File: src/hw/rtl/nsf_pkg.sv
// Shared types, codes and helpers for the NMEA sentence framer.
`timescale 1ns / 1ps
package nsf_pkg;

  localparam int unsigned NSF_QUEUE_DEPTH = 2;

  typedef enum logic [1:0] {
    ACT_BEGIN = 2'd0,
    ACT_BODY  = 2'd1,
    ACT_END   = 2'd2
  } action_t;

  typedef enum logic [1:0] {
    CMD_HDR  = 2'd0,
    CMD_BODY = 2'd1,
    CMD_END  = 2'd2
  } cmd_kind_t;

  // One queued command: header fields, body byte or finished checksum.
  typedef struct packed {
    cmd_kind_t   kind;
    logic [15:0] talker;
    logic [23:0] sentence;
    logic [7:0]  ch;
  } cmd_t;

  localparam logic [7:0] CH_DOLLAR = 8'h24;
  localparam logic [7:0] CH_COMMA  = 8'h2C;
  localparam logic [7:0] CH_STAR   = 8'h2A;
  localparam logic [7:0] CH_ZERO   = 8'h30;
  localparam logic [7:0] CH_UPPER_A = 8'h41;
  localparam logic [7:0] CH_CR     = 8'd13;
  localparam logic [7:0] CH_LF     = 8'd10;

  localparam logic [2:0] HDR_LAST_IDX = 3'd6;
  localparam logic [2:0] END_LAST_IDX = 3'd4;

  function automatic logic [7:0] hex_digit(input logic [3:0] nib);
    logic [7:0] r;
    if (nib < 4'd10) begin
      r = CH_ZERO + {4'd0, nib};
    end else begin
      r = CH_UPPER_A + {4'd0, nib} - 8'd10;
    end
    return r;
  endfunction

endpackage

File: src/hw/rtl/nmea_sentence_framer.sv
// NMEA 0183 sentence framer, top level.
//
// Input channel (in_valid/in_ready): one item per transfer. action selects
// begin (talker_chars, sentence_chars used), body (body_char used) or end.
// Body and end items with no sentence open, and the unused action code, are
// taken and produce nothing.
// Output channel (out_valid/out_ready): one byte of the framed sentence per
// transfer; run_last marks the final byte caused by an item.
// Begin yields 7 bytes ($, header, comma), body 1 byte, end 5 bytes
// (*, two hex checksum digits, CR, LF). The back end emits one byte per
// cycle while out_ready is high, so body items then sustain one per cycle.
// An item is written into the queue; its bytes are then registered at the output.
// A command queue of QueueDepth entries sits between the front end and the
// byte serialiser; in_ready drops only while it is full, so a stalled
// receiver backs up into the queue and then the input channel.
// Reset clears the queue, out_valid, the byte index and any open sentence.
`timescale 1ns / 1ps
module nmea_sentence_framer #(
  parameter int unsigned QueueDepth = nsf_pkg::NSF_QUEUE_DEPTH
) (
  input  logic        clk,
  input  logic        rst,
  input  logic        in_valid,
  output logic        in_ready,
  input  logic [1:0]  action,
  input  logic [15:0] talker_chars,
  input  logic [23:0] sentence_chars,
  input  logic [7:0]  body_char,
  output logic        out_valid,
  input  logic        out_ready,
  output logic [7:0]  out_char,
  output logic        run_last
);
  import nsf_pkg::*;

  logic q_full;
  logic q_empty;
  logic q_push;
  logic q_pop;
  cmd_t q_data;
  cmd_t q_head;

  nsf_front u_front (
    .clk            (clk),
    .rst            (rst),
    .in_valid       (in_valid),
    .in_ready       (in_ready),
    .action         (action),
    .talker_chars   (talker_chars),
    .sentence_chars (sentence_chars),
    .body_char      (body_char),
    .q_full         (q_full),
    .q_push         (q_push),
    .q_data         (q_data)
  );

  nsf_queue #(
    .Depth (QueueDepth)
  ) u_queue (
    .clk       (clk),
    .rst       (rst),
    .push      (q_push),
    .push_data (q_data),
    .full      (q_full),
    .pop       (q_pop),
    .empty     (q_empty),
    .head      (q_head)
  );

  nsf_back u_back (
    .clk       (clk),
    .rst       (rst),
    .q_empty   (q_empty),
    .head      (q_head),
    .q_pop     (q_pop),
    .out_valid (out_valid),
    .out_ready (out_ready),
    .out_char  (out_char),
    .run_last  (run_last)
  );

endmodule

File: src/hw/rtl/nsf_front.sv
// Front end: accepts items, tracks sentence state and checksum, queues commands.
`timescale 1ns / 1ps
module nsf_front (
  input  logic               clk,
  input  logic               rst,
  input  logic               in_valid,
  output logic               in_ready,
  input  logic [1:0]         action,
  input  logic [15:0]        talker_chars,
  input  logic [23:0]        sentence_chars,
  input  logic [7:0]         body_char,
  input  logic               q_full,
  output logic               q_push,
  output nsf_pkg::cmd_t      q_data
);
  import nsf_pkg::*;

  logic       in_sentence;
  logic       in_sentence_next;
  logic [7:0] running_xor;
  logic [7:0] running_xor_next;
  logic       accept;
  logic       push_req;

  assign in_ready = !q_full;
  assign accept   = in_valid && in_ready;
  assign q_push   = accept && push_req;

  always_comb begin
    push_req         = 1'b0;
    in_sentence_next = in_sentence;
    running_xor_next = running_xor;
    q_data.kind      = CMD_BODY;
    q_data.talker    = talker_chars;
    q_data.sentence  = sentence_chars;
    q_data.ch        = body_char;
    unique case (action)
      ACT_BEGIN: begin
        push_req         = 1'b1;
        q_data.kind      = CMD_HDR;
        in_sentence_next = 1'b1;
        running_xor_next = talker_chars[15:8] ^ talker_chars[7:0] ^
                           sentence_chars[23:16] ^ sentence_chars[15:8] ^
                           sentence_chars[7:0] ^ CH_COMMA;
      end
      ACT_BODY: begin
        if (in_sentence) begin
          push_req         = 1'b1;
          running_xor_next = running_xor ^ body_char;
        end
      end
      ACT_END: begin
        if (in_sentence) begin
          push_req         = 1'b1;
          q_data.kind      = CMD_END;
          q_data.ch        = running_xor;
          in_sentence_next = 1'b0;
        end
      end
      default: begin
      end
    endcase
  end

  always_ff @(posedge clk) begin
    if (rst) begin
      in_sentence <= 1'b0;
      running_xor <= 8'd0;
    end else if (accept) begin
      in_sentence <= in_sentence_next;
      running_xor <= running_xor_next;
    end
  end

endmodule

File: src/hw/rtl/nsf_queue.sv
// Short command queue between front and back ends.
`timescale 1ns / 1ps
module nsf_queue #(
  parameter int unsigned Depth = nsf_pkg::NSF_QUEUE_DEPTH
) (
  input  logic          clk,
  input  logic          rst,
  input  logic          push,
  input  nsf_pkg::cmd_t push_data,
  output logic          full,
  input  logic          pop,
  output logic          empty,
  output nsf_pkg::cmd_t head
);
  import nsf_pkg::*;

  localparam int unsigned PtrW = (Depth > 1) ? $clog2(Depth) : 1;
  localparam int unsigned CntW = $clog2(Depth + 1);

  cmd_t            mem [Depth];
  logic [PtrW-1:0] wr_ptr;
  logic [PtrW-1:0] rd_ptr;
  logic [CntW-1:0] count;

  assign full  = (count == CntW'(Depth));
  assign empty = (count == '0);
  assign head  = mem[rd_ptr];

  always_ff @(posedge clk) begin
    if (push) begin
      mem[wr_ptr] <= push_data;
    end
  end

  always_ff @(posedge clk) begin
    if (rst) begin
      wr_ptr <= '0;
      rd_ptr <= '0;
      count  <= '0;
    end else begin
      if (push) begin
        wr_ptr <= (wr_ptr == PtrW'(Depth - 1)) ? '0 : wr_ptr + 1'b1;
      end
      if (pop) begin
        rd_ptr <= (rd_ptr == PtrW'(Depth - 1)) ? '0 : rd_ptr + 1'b1;
      end
      if (push && !pop) begin
        count <= count + 1'b1;
      end else if (pop && !push) begin
        count <= count - 1'b1;
      end
    end
  end

`ifndef SYNTHESIS
  a_no_overflow: assert property (@(posedge clk) disable iff (rst) push |-> !full)
    else $error("queue push while full");
  a_no_underflow: assert property (@(posedge clk) disable iff (rst) pop |-> !empty)
    else $error("queue pop while empty");
  a_count_range: assert property (@(posedge clk) disable iff (rst)
    count <= CntW'(Depth))
    else $error("queue count out of range");
`endif

endmodule

File: src/hw/rtl/nsf_back.sv
// Back end: expands queued commands into sentence bytes, one per cycle while out_ready is high.
`timescale 1ns / 1ps
module nsf_back (
  input  logic          clk,
  input  logic          rst,
  input  logic          q_empty,
  input  nsf_pkg::cmd_t head,
  output logic          q_pop,
  output logic          out_valid,
  input  logic          out_ready,
  output logic [7:0]    out_char,
  output logic          run_last
);
  import nsf_pkg::*;

  logic [2:0] idx;
  logic [7:0] gen_char;
  logic       gen_last;
  logic       advance;

  assign advance = !q_empty && (!out_valid || out_ready);
  assign q_pop   = advance && gen_last;

  always_comb begin
    gen_char = head.ch;
    gen_last = 1'b1;
    unique case (head.kind)
      CMD_HDR: begin
        gen_last = (idx == HDR_LAST_IDX);
        unique case (idx)
          3'd0:    gen_char = CH_DOLLAR;
          3'd1:    gen_char = head.talker[15:8];
          3'd2:    gen_char = head.talker[7:0];
          3'd3:    gen_char = head.sentence[23:16];
          3'd4:    gen_char = head.sentence[15:8];
          3'd5:    gen_char = head.sentence[7:0];
          default: gen_char = CH_COMMA;
        endcase
      end
      CMD_END: begin
        gen_last = (idx == END_LAST_IDX);
        unique case (idx)
          3'd0:    gen_char = CH_STAR;
          3'd1:    gen_char = hex_digit(head.ch[7:4]);
          3'd2:    gen_char = hex_digit(head.ch[3:0]);
          3'd3:    gen_char = CH_CR;
          default: gen_char = CH_LF;
        endcase
      end
      default: begin
        gen_char = head.ch;
        gen_last = 1'b1;
      end
    endcase
  end

  always_ff @(posedge clk) begin
    if (rst) begin
      idx       <= '0;
      out_valid <= 1'b0;
    end else if (advance) begin
      idx       <= gen_last ? 3'd0 : idx + 3'd1;
      out_valid <= 1'b1;
    end else if (out_ready) begin
      out_valid <= 1'b0;
    end
  end

  always_ff @(posedge clk) begin
    if (advance) begin
      out_char <= gen_char;
      run_last <= gen_last;
    end
  end

`ifndef SYNTHESIS
  a_idx_range: assert property (@(posedge clk) disable iff (rst) idx <= HDR_LAST_IDX)
    else $error("byte index out of range");
  a_idx_step: assert property (@(posedge clk) disable iff (rst)
    (advance && !gen_last) |=> (idx == $past(idx) + 3'd1))
    else $error("byte index did not step");
  a_idx_wrap: assert property (@(posedge clk) disable iff (rst)
    q_pop |=> (idx == 3'd0))
    else $error("byte index not cleared after last byte");
`endif

endmodule

File: config.mk
export PLATFORM = sky130hd
export DESIGN_NAME = nmea_sentence_framer
export DESIGN_NICKNAME = d
export VERILOG_FILES = /design/src/hw/rtl/nsf_pkg.sv /design/src/hw/rtl/nmea_sentence_framer.sv /design/src/hw/rtl/nsf_front.sv /design/src/hw/rtl/nsf_queue.sv /design/src/hw/rtl/nsf_back.sv
export SDC_FILE = /design/constraint.sdc
export NUM_CORES = 1
export LEC_CHECK = 0
export BUFFER_PORTS_ARGS = -buffer_cell sky130_fd_sc_hd__buf_4
export CORE_ASPECT_RATIO = 1.5
export CORE_MARGIN = 2
export CORE_UTILIZATION = 55
export CTS_CLUSTER_SIZE = 16
export DETAILED_ROUTE_END_ITERATION = 8
export PLACE_DENSITY = 0.75
export SLEW_MARGIN = 20
export SYNTH_ARGS = -nofsm -noshare
export SYNTH_HDL_FRONTEND = slang
export SYNTH_SLANG_ARGS = --single-unit
File: constraint.sdc
create_clock -name clk -period 19.21 [get_ports clk]
set_input_delay 2.8815 -clock clk [delete_from_list [all_inputs] [get_ports clk]]
set_output_delay 2.8815 -clock clk [all_outputs]
set_load 0.02 [all_outputs]
== After elaboration in Yosys (flattened, before gate mapping) ==
Memory sizes are Yosys's and may differ from the RTL's. A register that Yosys moved wholly into a read port is not among the register bits.
Cells that the tools add are included.
Word-level totals
  flip-flop bits (word level): 26
  bits in writable memories: 100
  output and inout port bits: 11
  logic and storage cells: 89
  memories kept: 1
Operators by class
  add/subtract/negate cells: 11
  order comparisons: 2
  eq/ne operators: 11
  mux-type cells: 26
  bitwise operators: 6
  reduce and logical (&&, ||, !) cells: 23
Memory list
  u_queue.mem: depth 2, width 50, read ports 1, clocked after Yosys merged registers in 1, write ports 1, line nsf_queue.sv:20  | cmd_t mem [Depth];
Operators by type and width (count)
  8-bit case mux with 6 select lines: 1
  8-bit 2-to-1 mux: 5
  8-bit bitwise XOR: 5
  8-bit case mux with 2 select lines: 2
  8-bit case mux with 4 select lines: 1
  7-bit by 4-bit adder with 8-bit output (first input constant): 2
  8-bit by 4-bit subtractor with 8-bit output (second input constant): 2
  6-bit by 4-bit adder with 7-bit output (first input constant): 2
  3-bit == test (second input constant): 3
  1-bit 2-to-1 mux: 9
  4-bit < comparator (second input constant): 2
  2-bit nonzero test: 4
  2-bit == test (second input constant): 3
  3-bit by 2-bit == test with 1-bit output (second input constant): 2
  1-bit logical AND: 6
  2-bit logical NOT: 3
  2-bit 2-to-1 mux: 3
  1-bit case mux with 2 select lines: 3
  1-bit logical NOT: 5
  2-bit case mux with 2 select lines: 1
  3-bit by 1-bit adder with 3-bit output (second input constant): 1
  3-bit by 1-bit == test with 1-bit output (second input constant): 1
  3-bit logical NOT: 1
  3-bit 2-to-1 mux: 1
  other kinds (10): 11

== Longest topological paths before layout ==
Gate-level depths: netlist of run 1.
  depth after elaboration: 8
  mapped depth: 10

== Hierarchy ==
A second synthesis of run 1 with hierarchy kept.
Second synthesis, totals
  cell total of the unflattened synthesis: 461
  area total of the unflattened synthesis: 6358.6 um^2
By module, submodules not included
  nsf_queue: times used 1, cells an instance 178, area an instance 3803.6 um^2, seq. area each 3103.0 um^2
  nsf_front: times used 1, cells an instance 137, area an instance 1298.7 um^2, seq. area each 180.2 um^2
  nsf_back: times used 1, cells an instance 146, area an instance 1256.2 um^2, seq. area each 350.3 um^2

== Worst setup path before layout of run 1 ==
No wires, ideal clock.
  path type: input port to flip-flop
  start point: input action[0]
  end point: memory u_queue.mem[0][0] in the netlist's numbering, enable pin
  library setup time: 582 ps
  data arrival time: 8008 ps
  path slack: 10620 ps
  stages on the path: 4
  path through: inv_1 ha_1 a21oi_1 nor4_1
Between the ends
  word-level cells in the longest chain between the ends: 6
  elaborated cells on any way between the ends: 8
  classes of those cells: 2 x eq/ne; 3 x mux; 3 x reduce/logical
Ends and longest elaborated chain
  start, declared: line nmea_sentence_framer.sv:25  | input logic [1:0] action,
  2-bit by 1-bit == test with 1-bit output / 2-bit == test (equally long branches): line nsf_front.sv:37  | unique case (action)
  2-bit OR reduction (no line)
  1-bit case mux with 2 select lines *: line nsf_front.sv:37
  1-bit logical AND *: line nsf_front.sv:27  | assign q_push = accept && push_req;
  1-bit 2-to-1 mux *: line nsf_queue.sv:30  | if (push) begin
  1-bit 2-to-1 mux (implied by the code) *: line nsf_queue.sv:31  | mem[wr_ptr] <= push_data;
  end, declared: line nsf_queue.sv:20
Mark *: on every way between the ends. The rest lies on a longest branch, timed or not.

== Worst setup path after layout of run 1 ==
  start point: input action[0]
  end point: memory u_queue.mem[1][29] in the netlist's numbering, enable pin
Between the ends
  word-level cells in the longest chain between the ends: 6
  elaborated cells on any way between the ends: 8
  classes of those cells: 2 x eq/ne; 3 x mux; 3 x reduce/logical
Ends and longest elaborated chain
  2-bit by 1-bit == test with 1-bit output / 2-bit == test (equally long branches): line nsf_front.sv:37
  2-bit OR reduction (no line)
  1-bit case mux with 2 select lines *: line nsf_front.sv:37
  1-bit logical AND *: line nsf_front.sv:27
  net q_push: line nmea_sentence_framer.sv:38  | logic q_push;
  1-bit 2-to-1 mux *: line nsf_queue.sv:30
  1-bit 2-to-1 mux (implied by the code) *: line nsf_queue.sv:31
The timed path passes the listed nets; every way through them passes the cells marked *.

==> metrics.csv, run 1 <==
metric,value,unit
comb_power_share,24.3,%
num_vias,3953,
h-tree-depth,4,
reg2reg_slack,16030,ps
rsz0062_at_grt,no,
start_util,56.3,%
avgViaCountPerCell,5.93,
pin_count,65,
cts_buffers,17,
tritoncts,yes,
hp-start,u_front.running_xor[6],
clkLatencyLatePin,410,ps
cts_resized,0,
drv_slew,0,
syn_area_per_cell,13.5,sq um
p_per_area,125,nW/um^2
start_kind,input port,
syn-cell-area,5970,sq um
cts_hold_buf,0,
irDropWorstVdd,0.0686,mV
ys_ff_latch,127,
leakage,2.52,nW
postCtsSetupBuffers,0,
cp_cell_sequence,"buf_4, inv_1, ha_1, a21oi_1, nor3_1, and2_4",
die-area,11700,sq um
final_layout_size_suffix_gt1_share,24.7,%
clock_skew,5.83,ps
antenna_left,0,
fmax,0.222,GHz
status,"complete, no violations",
gp_congestion,0.920,
crit_path_top_delay_cell,and2_4,
r2r_end,u_back.out_char[2],
seq_area_frac_synth,60.9,%
fin_crit,4510,ps
insertedDiodeCount,0,
intPower,0.648,mW
worstPathRequired,19250,ps
portBuffers,64,
min_to,u_front.running_xor[6],
synth_warnings,0,
synth_ff_type,edfxtp_1,
power_switching,0.248,mW
hold_violations,0,
path_buf_inv,2,
drt-total-wl,13100,um
synth_edf_count,109,
fin_crit_sh,23.5,%
fin_total_pwr,0.896,mW
reg2reg_depth,6,
cp-end-kind,register,
post-route-util,67.8,%
dr.pass1.iters,5,
max_stage_delay,710,ps
final-setup-viol-count,0,
rr_startpoint,u_back.idx[2],
tightestPinTransition,939,ps
wire_per_inst,19.6,um
antenna_found_initial,0,
drv_cap,0,
die_w,89.0,um
grt_max_degree,51,
drcViolationCount,0,
min_path_type,register to register,
track_usage,24.0,%
fill_cells,796,
async_reset_ff_share,0,%
whs_path_depth,1,
instances_no_fill,667,
cts_buffer_depth,2,
cpLargestDelayFamily,simple AND/OR/NAND/NOR gates,
seqPwrFrac,38.3,%
area_delta_synth_final,20.4,%
grt_pass1_wl,20900,um
synth.net_count,508,
die_h,132,um
clock-root-buffer,clkbuf_16,
core-area,10600,sq um
first_global_vias,4065,
arrival,4550,ps
placed_cells,635,
rows,46,
grt_overflow,0,
tns,0,ps
p_sw_share,27.7,%
path_max_fanout,50,
clock_sinks,127,
crit_type,input port to register,
path_clk_slew,50,ps
dp_hpwl,9020,um
netlist_instances,442,
nets,576,
slew_headroom,37.4,%
ys_types,60,
pwr-share-clk,37.5,%
drt_iter0_drc,347,
==> power by group through the flow <==
stage	logic [mW]	clock network, mW	registers [mW]
floorplan	0.142	0	0.357
global placement	0.210	0	0.348
detailed placement	0.215	0	0.349
CTS	0.218	0.340	0.343
global route	0.237	0.353	0.345
finish	0.218	0.336	0.343
==> Yosys cell counts (all sizes together) (5+ instances only) <==
library cell	n	area share, %
nand2	27	1.7
a221oi	6	0.99
nor3	5	0.42
ha	12	2.5
nand2b	7	0.73
o221ai	5	0.73
a32o	8	1.3
clkbuf	10	0.63
mux2i	20	3.7
mux2	20	3.9
xor2	7	1.0
o21ai	17	1.4
a21oi	19	1.6
dfxtp	18	6.0
a22o	5	0.73
a211oi	6	0.75
xnor2	30	4.4
edfxtp	109	55
inv	18	1.1
buf	8	1.1
nand3	5	0.42
nor2	15	0.94
a221o	8	1.3
o22ai	14	1.7
==> area by class of cell <==
| class | count | area (sq um) | area share, % |
|---|---|---|---|
| Multi-Input combinational cell | 278 | 2170 | 30.2 |
| Timing Repair Buffer | 67 | 503 | 7.00 |
| Sequential cell | 127 | 3630 | 50.6 |
| Clock buffer | 19 | 433 | 6.03 |
| Inverter | 19 | 71.3 | 0.993 |
| Clock inverter | 13 | 194 | 2.70 |
| Tap cell | 144 | 180 | 2.51 |
==> per-layer routing <==
metal / share of wire [%] / global-route usage, % / vias up / wire length, um
li1: - / - / 1856 / -
met3: 5.3 / 5.09 / 27 / 693
met1: 39 / 29.1 / 1924 / 5100
met4: 2.9 / 9.45 / 0 / 373
met2: 53 / 40.8 / 146 / 6900
met5: 0 / 0 / - / 0
==> worst max-delay path by stage <==
stage | cells past startpoint | slack, ps | start | to
floorplan | 4 | 10620 | action[0] | u_queue.mem[0][0]
global placement | 6 | 14080 | action[0] | u_queue.mem[1][21]
detailed placement | 6 | 14300 | action[0] | u_queue.mem[1][42]
CTS | 6 | 14710 | action[0] | u_queue.mem[1][10]
global route | 8 | 14610 | out_ready | u_queue.count[1]
finish | 6 | 14700 | action[0] | u_queue.mem[1][29]
==> registers in the layout, indices dropped and copies added, names as in the netlist, 2 cells and up, named ones only <==
name	cells
u_queue.mem	100
u_back.out_char	8
u_queue.count	2
u_front.running_xor	8
u_back.idx	3
==> cell usage in the layout, fill, tap and decap left out, drive strengths merged, types with 12 or more instances in the layout <==
cell | Yosys | final
inv | 18 | 18
ha | 12 | 12
mux2i | 20 | 20
dfxtp | 18 | 18
nand2 | 27 | 27
nor2 | 15 | 15
edfxtp | 109 | 109
buf | 8 | 67
o21ai | 17 | 17
o22ai | 14 | 14
xnor2 | 30 | 30
clkbuf | 10 | 19
a21oi | 19 | 19
mux2 | 20 | 20
==> metrics by stage <==
step / cell area [sq um] / setup slack (ps) / hold WS (ps)
5_1_grt: 7180 / 14610 / 545
4_1_cts: 7180 / 14710 / 522
3_3_place_gp: 6560 / 14080 / 499
6_report: 7180 / 14700 / 519
3_5_place_dp: 6560 / 14300 / 510
2_1_floorplan: 5970 / 10620 / 481
==> logic make-up after synthesis <==
group                    share of synthesized area [%]
XOR/XNOR                                          5.43
adder cells (fa/ha/maj)                           2.52
flip-flops                                        60.9
buffers and inverters                             2.91
multiplexers                                      7.97
AND/OR/NAND/NOR                                   6.10
AO/OA/AOI/OAI                                     14.2
(Power assumes the default switching activity.)
==> inputs of run 2 (changes only) <==
- CORE_UTILIZATION: 55 -> 53
- PLACE_DENSITY: 0.75 -> 0.76
- clock period: 19.21 -> 3.85 ns (I/O delays scaled with it)
==> metrics.csv, run 2 (synthesized netlist as in run 1, its figures left out) <==
metric,value,unit
cts_buffer_depth,2,
fmax,0.328,GHz
cp-end-kind,register,
start_kind,register,
irDropWorstVdd,0.347,mV
dp_hpwl,9510,um
grt_max_degree,51,
hp-start,talker_chars[12],
rows,47,
cts_buffers,17,
die_w,90.6,um
portBuffers,64,
tritoncts,yes,
regMostFlops,u_queue.mem,
leakage,2.53,nW
drv_cap,0,
clock-root-buffer,clkbuf_16,
area_delta_synth_final,21.0,%
post-route-util,65.6,%
startpoint,u_back.idx[2],
track_usage,23.6,%
wire_per_inst,20.2,um
final_common_cell,edfxtp_1,
core-area,11000,sq um
tns,0,ps
reg_top3,"u_queue.mem: 100 flops, u_back.out_char: 8 flops, u_front.running_xor: 8 flops",
clock_sinks,127,
fin_crit,3050,ps
hold_violations,0,
antenna_found_initial,0,
clkLatencyLatePin,420,ps
cts_resized,0,
rsz0062_at_grt,no,
postCtsSetupBuffers,0,
grt_overflow,0,
mostFrequentLayoutCells,"edfxtp_1, buf_4, xnor2_1",
drv_slew,0,
final-setup-viol-count,0,
fin_crit_sh,79.2,%
drt-total-wl,13600,um
final_layout_size_suffix_gt1_share,25.9,%
rr_startpoint,u_back.idx[2],
drcViolationCount,0,
whs_path_depth,1,
crit_path_frequent_cell,a211oi_1,
worstPathRequired,3980,ps
insertedDiodeCount,0,
min_path_type,input port to register,
p_per_area,618,nW/um^2
reg2reg_depth,6,
largest_reg_flops,100,
drt_iter0_drc,380,
grt_pass1_wl,21700,um
clock_skew,7.18,ps
pin_count,65,
max_stage_delay,650,ps
die-area,12100,sq um
num_vias,4025,
start_util,54.3,%
cp_cell_sequence,"clkinv_1, ha_1, a211oi_1, a211oi_1, o41ai_1, o221ai_1",
first_global_vias,4168,
cts_hold_buf,0,
crit_type,register to register,
arrival,3180,ps
crit_path_top_delay_cell,dfxtp_1,
path_max_fanout,21,
status,"complete, no violations",
gp_congestion,0.921,
dr.pass1.iters,5,
die_h,134,um
nets,579,
slew_headroom,35.7,%
h-tree-depth,4,
antenna_left,0,
tightestPinTransition,957,ps
path_clk_slew,60,ps
avgViaCountPerCell,5.98,
run 2: changes by cell type in the layout (fill, tap and decap cells not counted), sizes merged:
cell,delta
clkbuf,+1
clkinv,-2
bufinv,-2
buf,+3
clkinvlp,+3
run 2: area by class of cell:
type	instances	area (sq um)
clock buffer	20	467
sequential	127	3630
inverter	19	71.3
timing repair buffer	70	526
clock inverter	12	160
fill	825	3780
tap	147	184
multi-input combinational	278	2180
run 2: critical path: cells and delay by family, from the launching register on:
family | cells | cell delay [ps]
buffers and inverters | 1 | 400
adders and majority gates | 1 | 640
AOI/OAI and AO/OA | 4 | 1070
DFF | 1 | 650
run 2: metrics by stage:
step	setup slack (ps)	hold slack, ps	area, sq um	power [mW]	instances
4_1_cts	861	349	7220	4.48	673
5_1_grt	595	349	7220	4.65	673
2_1_floorplan	838	481	5980	2.49	442
3_3_place_gp	1110	498	6590	2.79	641
3_5_place_dp	904	508	6590	2.82	641
6_report	801	362	7220	4.46	673
run 2: worst paths after layout:
check | end | slack [ps]
worst min-delay path | u_queue.mem[1][44] | 360
worst max-delay path | u_back.out_char[2] | 800
worst min register to register | u_queue.count[1] | 530
worst max register to register | u_back.out_char[2] | 800
run 2: report_power, final:
group	switching (mW)	leakage [nW]	internal, mW
combinational	0.598	1.10	0.449
sequential	0.108	1.14	1.65
clock	0.586	0.294	1.07
total	1.29	2.53	3.17
run 2: per-layer routing:
| metal | share of wire [%] | wire length (um) | up-vias | track usage [%] |
|---|---|---|---|---|
| met5 | 0 | 0 | - | 0 |
| met4 | 3.8 | 518 | 0 | 12.5 |
| met3 | 5.9 | 795 | 39 | 6.01 |
| met2 | 52 | 7050 | 149 | 40.8 |
| met1 | 38 | 5230 | 1972 | 27.0 |
| li1 | - | - | 1865 | - |
==> inputs of run 3 (changes only) <==
- ABC_AREA: not set -> 1
- clock period: 3.85 -> 2.8 ns (I/O delays scaled with it)
==> metrics.csv, run 3 <==
metric,value,unit
drcViolationCount,0,
nets,773,
rsz0062_at_grt,no,
h-tree-depth,4,
netlist_instances,634,
clkLatencyLatePin,420,ps
reg2reg_depth,11,
grt_overflow,0,
seq_area_frac_synth,59.0,%
final_common_cell,nand2_1,
avgViaCountPerCell,5.40,
whs_path_depth,1,
yosys.area.top_type,edfxtp_1,
postCtsSetupBuffers,0,
grt_max_degree,52,
hold_violations,0,
drv_slew,0,
async_reset_ff_share,0,%
worstPathRequired,3110,ps
synth_warnings,0,
ys_types,34,
reg2reg_slack,420,ps
r2r_end,u_queue.count[1],
cts_hold_buf,0,
cp-end-kind,register,
largest_reg_flops,100,
dp_hpwl,9690,um
die-area,12500,sq um
antenna_left,0,
syn-cell-area,6160,sq um
leakage,3.01,nW
path_clk_slew,60,ps
grt_pass1_wl,22800,um
drt_iter0_drc,341,
hp-start,sentence_chars[19],
drt-total-wl,14100,um
synth_ff_type,edfxtp_1,
track_usage,24.1,%
clock_sinks,127,
cts_resized,0,
start_util,54.0,%
rows,48,
slew_headroom,40.8,%
final-setup-viol-count,0,
fin_crit_sh,85.1,%
synth.net_count,700,
fin_crit,2380,ps
regMostFlops,u_queue.mem,
num_vias,4695,
crit_type,register to register,
fin_area,7380,sq um
mostFrequentLayoutCells,"nand2_1, edfxtp_1, buf_4",
min_path_type,input port to register,
tritoncts,yes,
insertedDiodeCount,0,
start_kind,register,
syn_area_per_cell,9.71,sq um
clock_skew,6.62,ps
ys_ff_latch,127,
place_area,6780,sq um
clock-root-buffer,clkbuf_16,
min_to,u_queue.mem[1][27],
status,"complete, no violations",
die_w,92.0,um
final_layout_size_suffix_gt1_share,17.8,%
fmax,0.420,GHz
die_h,136,um
area_delta_synth_final,19.8,%
dr.pass1.iters,5,
tns,0,ps
p_per_area,865,nW/um^2
cts_buffer_depth,2,
pin_count,65,
synth_edf_count,109,
ys_top_cells_by_area,"edfxtp_1, nand2_1, dfxtp_1",
reg_top3,"u_queue.mem: 100 flops, u_back.out_char: 8 flops, u_front.running_xor: 8 flops",
arrival,2690,ps
core-area,11400,sq um
cts_buffers,17,
post-synth-top-count-cell,nand2_1,
tightestPinTransition,888,ps
irDropWorstVdd,0.530,mV
drv_cap,0,
first_global_vias,4739,
ys_top_cells_by_count,"nand2_1, edfxtp_1, nor2_1, inv_1, nand3_1",
antenna_found_initial,0,
wire_per_inst,16.2,um
path_max_fanout,47,
fill_cells,929,
portBuffers,64,
netlist.area_leader.share,53.1,%
gp_congestion,0.993,
[run 3: layer usage]
layer	vias up	wire length, um	track usage, %
met1	2202	5330	26.2
met3	53	784	4.93
met5	-	0	0
li1	2256	-	-
met4	0	680	15.2
met2	184	7260	42.5
[run 3: cell type report]
type | instances | area [sq um] | share of cell area [%]
Timing Repair Buffer | 68 | 536 | 7.26
Tap cell | 150 | 188 | 2.54
Clock inverter | 13 | 170 | 2.31
Clock buffer | 19 | 433 | 5.87
Multi-Input combinational cell | 425 | 2160 | 29.3
Sequential cell | 127 | 3630 | 49.2
Inverter | 68 | 255 | 3.46
[run 3: cell families after synthesis]
| family | after synthesis | synth area share [%] |
|---|---|---|
| AOI/OAI and AO/OA | 88 | 7.98 |
| and+or+nand+nor | 299 | 20.7 |
| DFF | 127 | 59.0 |
| xor gates and xnor gates | 26 | 3.82 |
| buffers and inverters | 82 | 6.09 |
| adders and majority gates | 12 | 2.44 |
[run 3: where the power goes]
| group | switching [mW] | leakage (nW) | internal (mW) | total, mW |
|---|---|---|---|---|
| Sequential | 0.0788 | 1.14 | 2.28 | 2.36 |
| Clock | 0.780 | 0.288 | 1.47 | 2.25 |
| Combinational | 1.18 | 1.59 | 0.583 | 1.77 |
| Total | 2.04 | 3.01 | 4.34 | 6.38 |
[run 3: critical path, cell delays in order (launching register included)]
cell and delay [ps]:
dfxtp_1 340, buf_4 450, nand2_1 180, nand2_4 170, nor2_4 90, o21ai_2 100, nand3_4 130, ha_1 350
a21oi_1 110, o21ai_0 110, o21ai_0 170, a21oi_1 60
[run 3: worst max-delay path by stage]
| stage | cells past startpoint | slack (ps) | end | startpoint |
|---|---|---|---|---|
| 2_1_floorplan | 6 | 100 | u_queue.mem[1][0] | action[0] |
| 3_5_place_dp | 11 | 420 | u_queue.count[1] | register |
| 3_3_place_gp | 11 | 490 | u_queue.count[1] | register |
| 6_report | 11 | 420 | u_queue.count[1] | register |
| 4_1_cts | 11 | 400 | u_queue.count[1] | register |
| 5_1_grt | 11 | 190 | u_queue.count[1] | register |
[run 3: stage by stage]
| step | hold WS (ps) | power [mW] | std cells | util, % | worst slack [ps] |
|---|---|---|---|---|---|
| final | 196 | 6.38 | 870 | 64.7 | 417 |
| after detailed placement | 498 | 4.14 | 838 | 59.4 | 418 |
| after global routing | 192 | 6.68 | 870 | 64.7 | 192 |
| after floorplan | 469 | 3.66 | 634 | - | 98.5 |
| after CTS | 182 | 6.39 | 870 | 64.7 | 403 |
| after global placement | 480 | 4.10 | 838 | 59.4 | 486 |
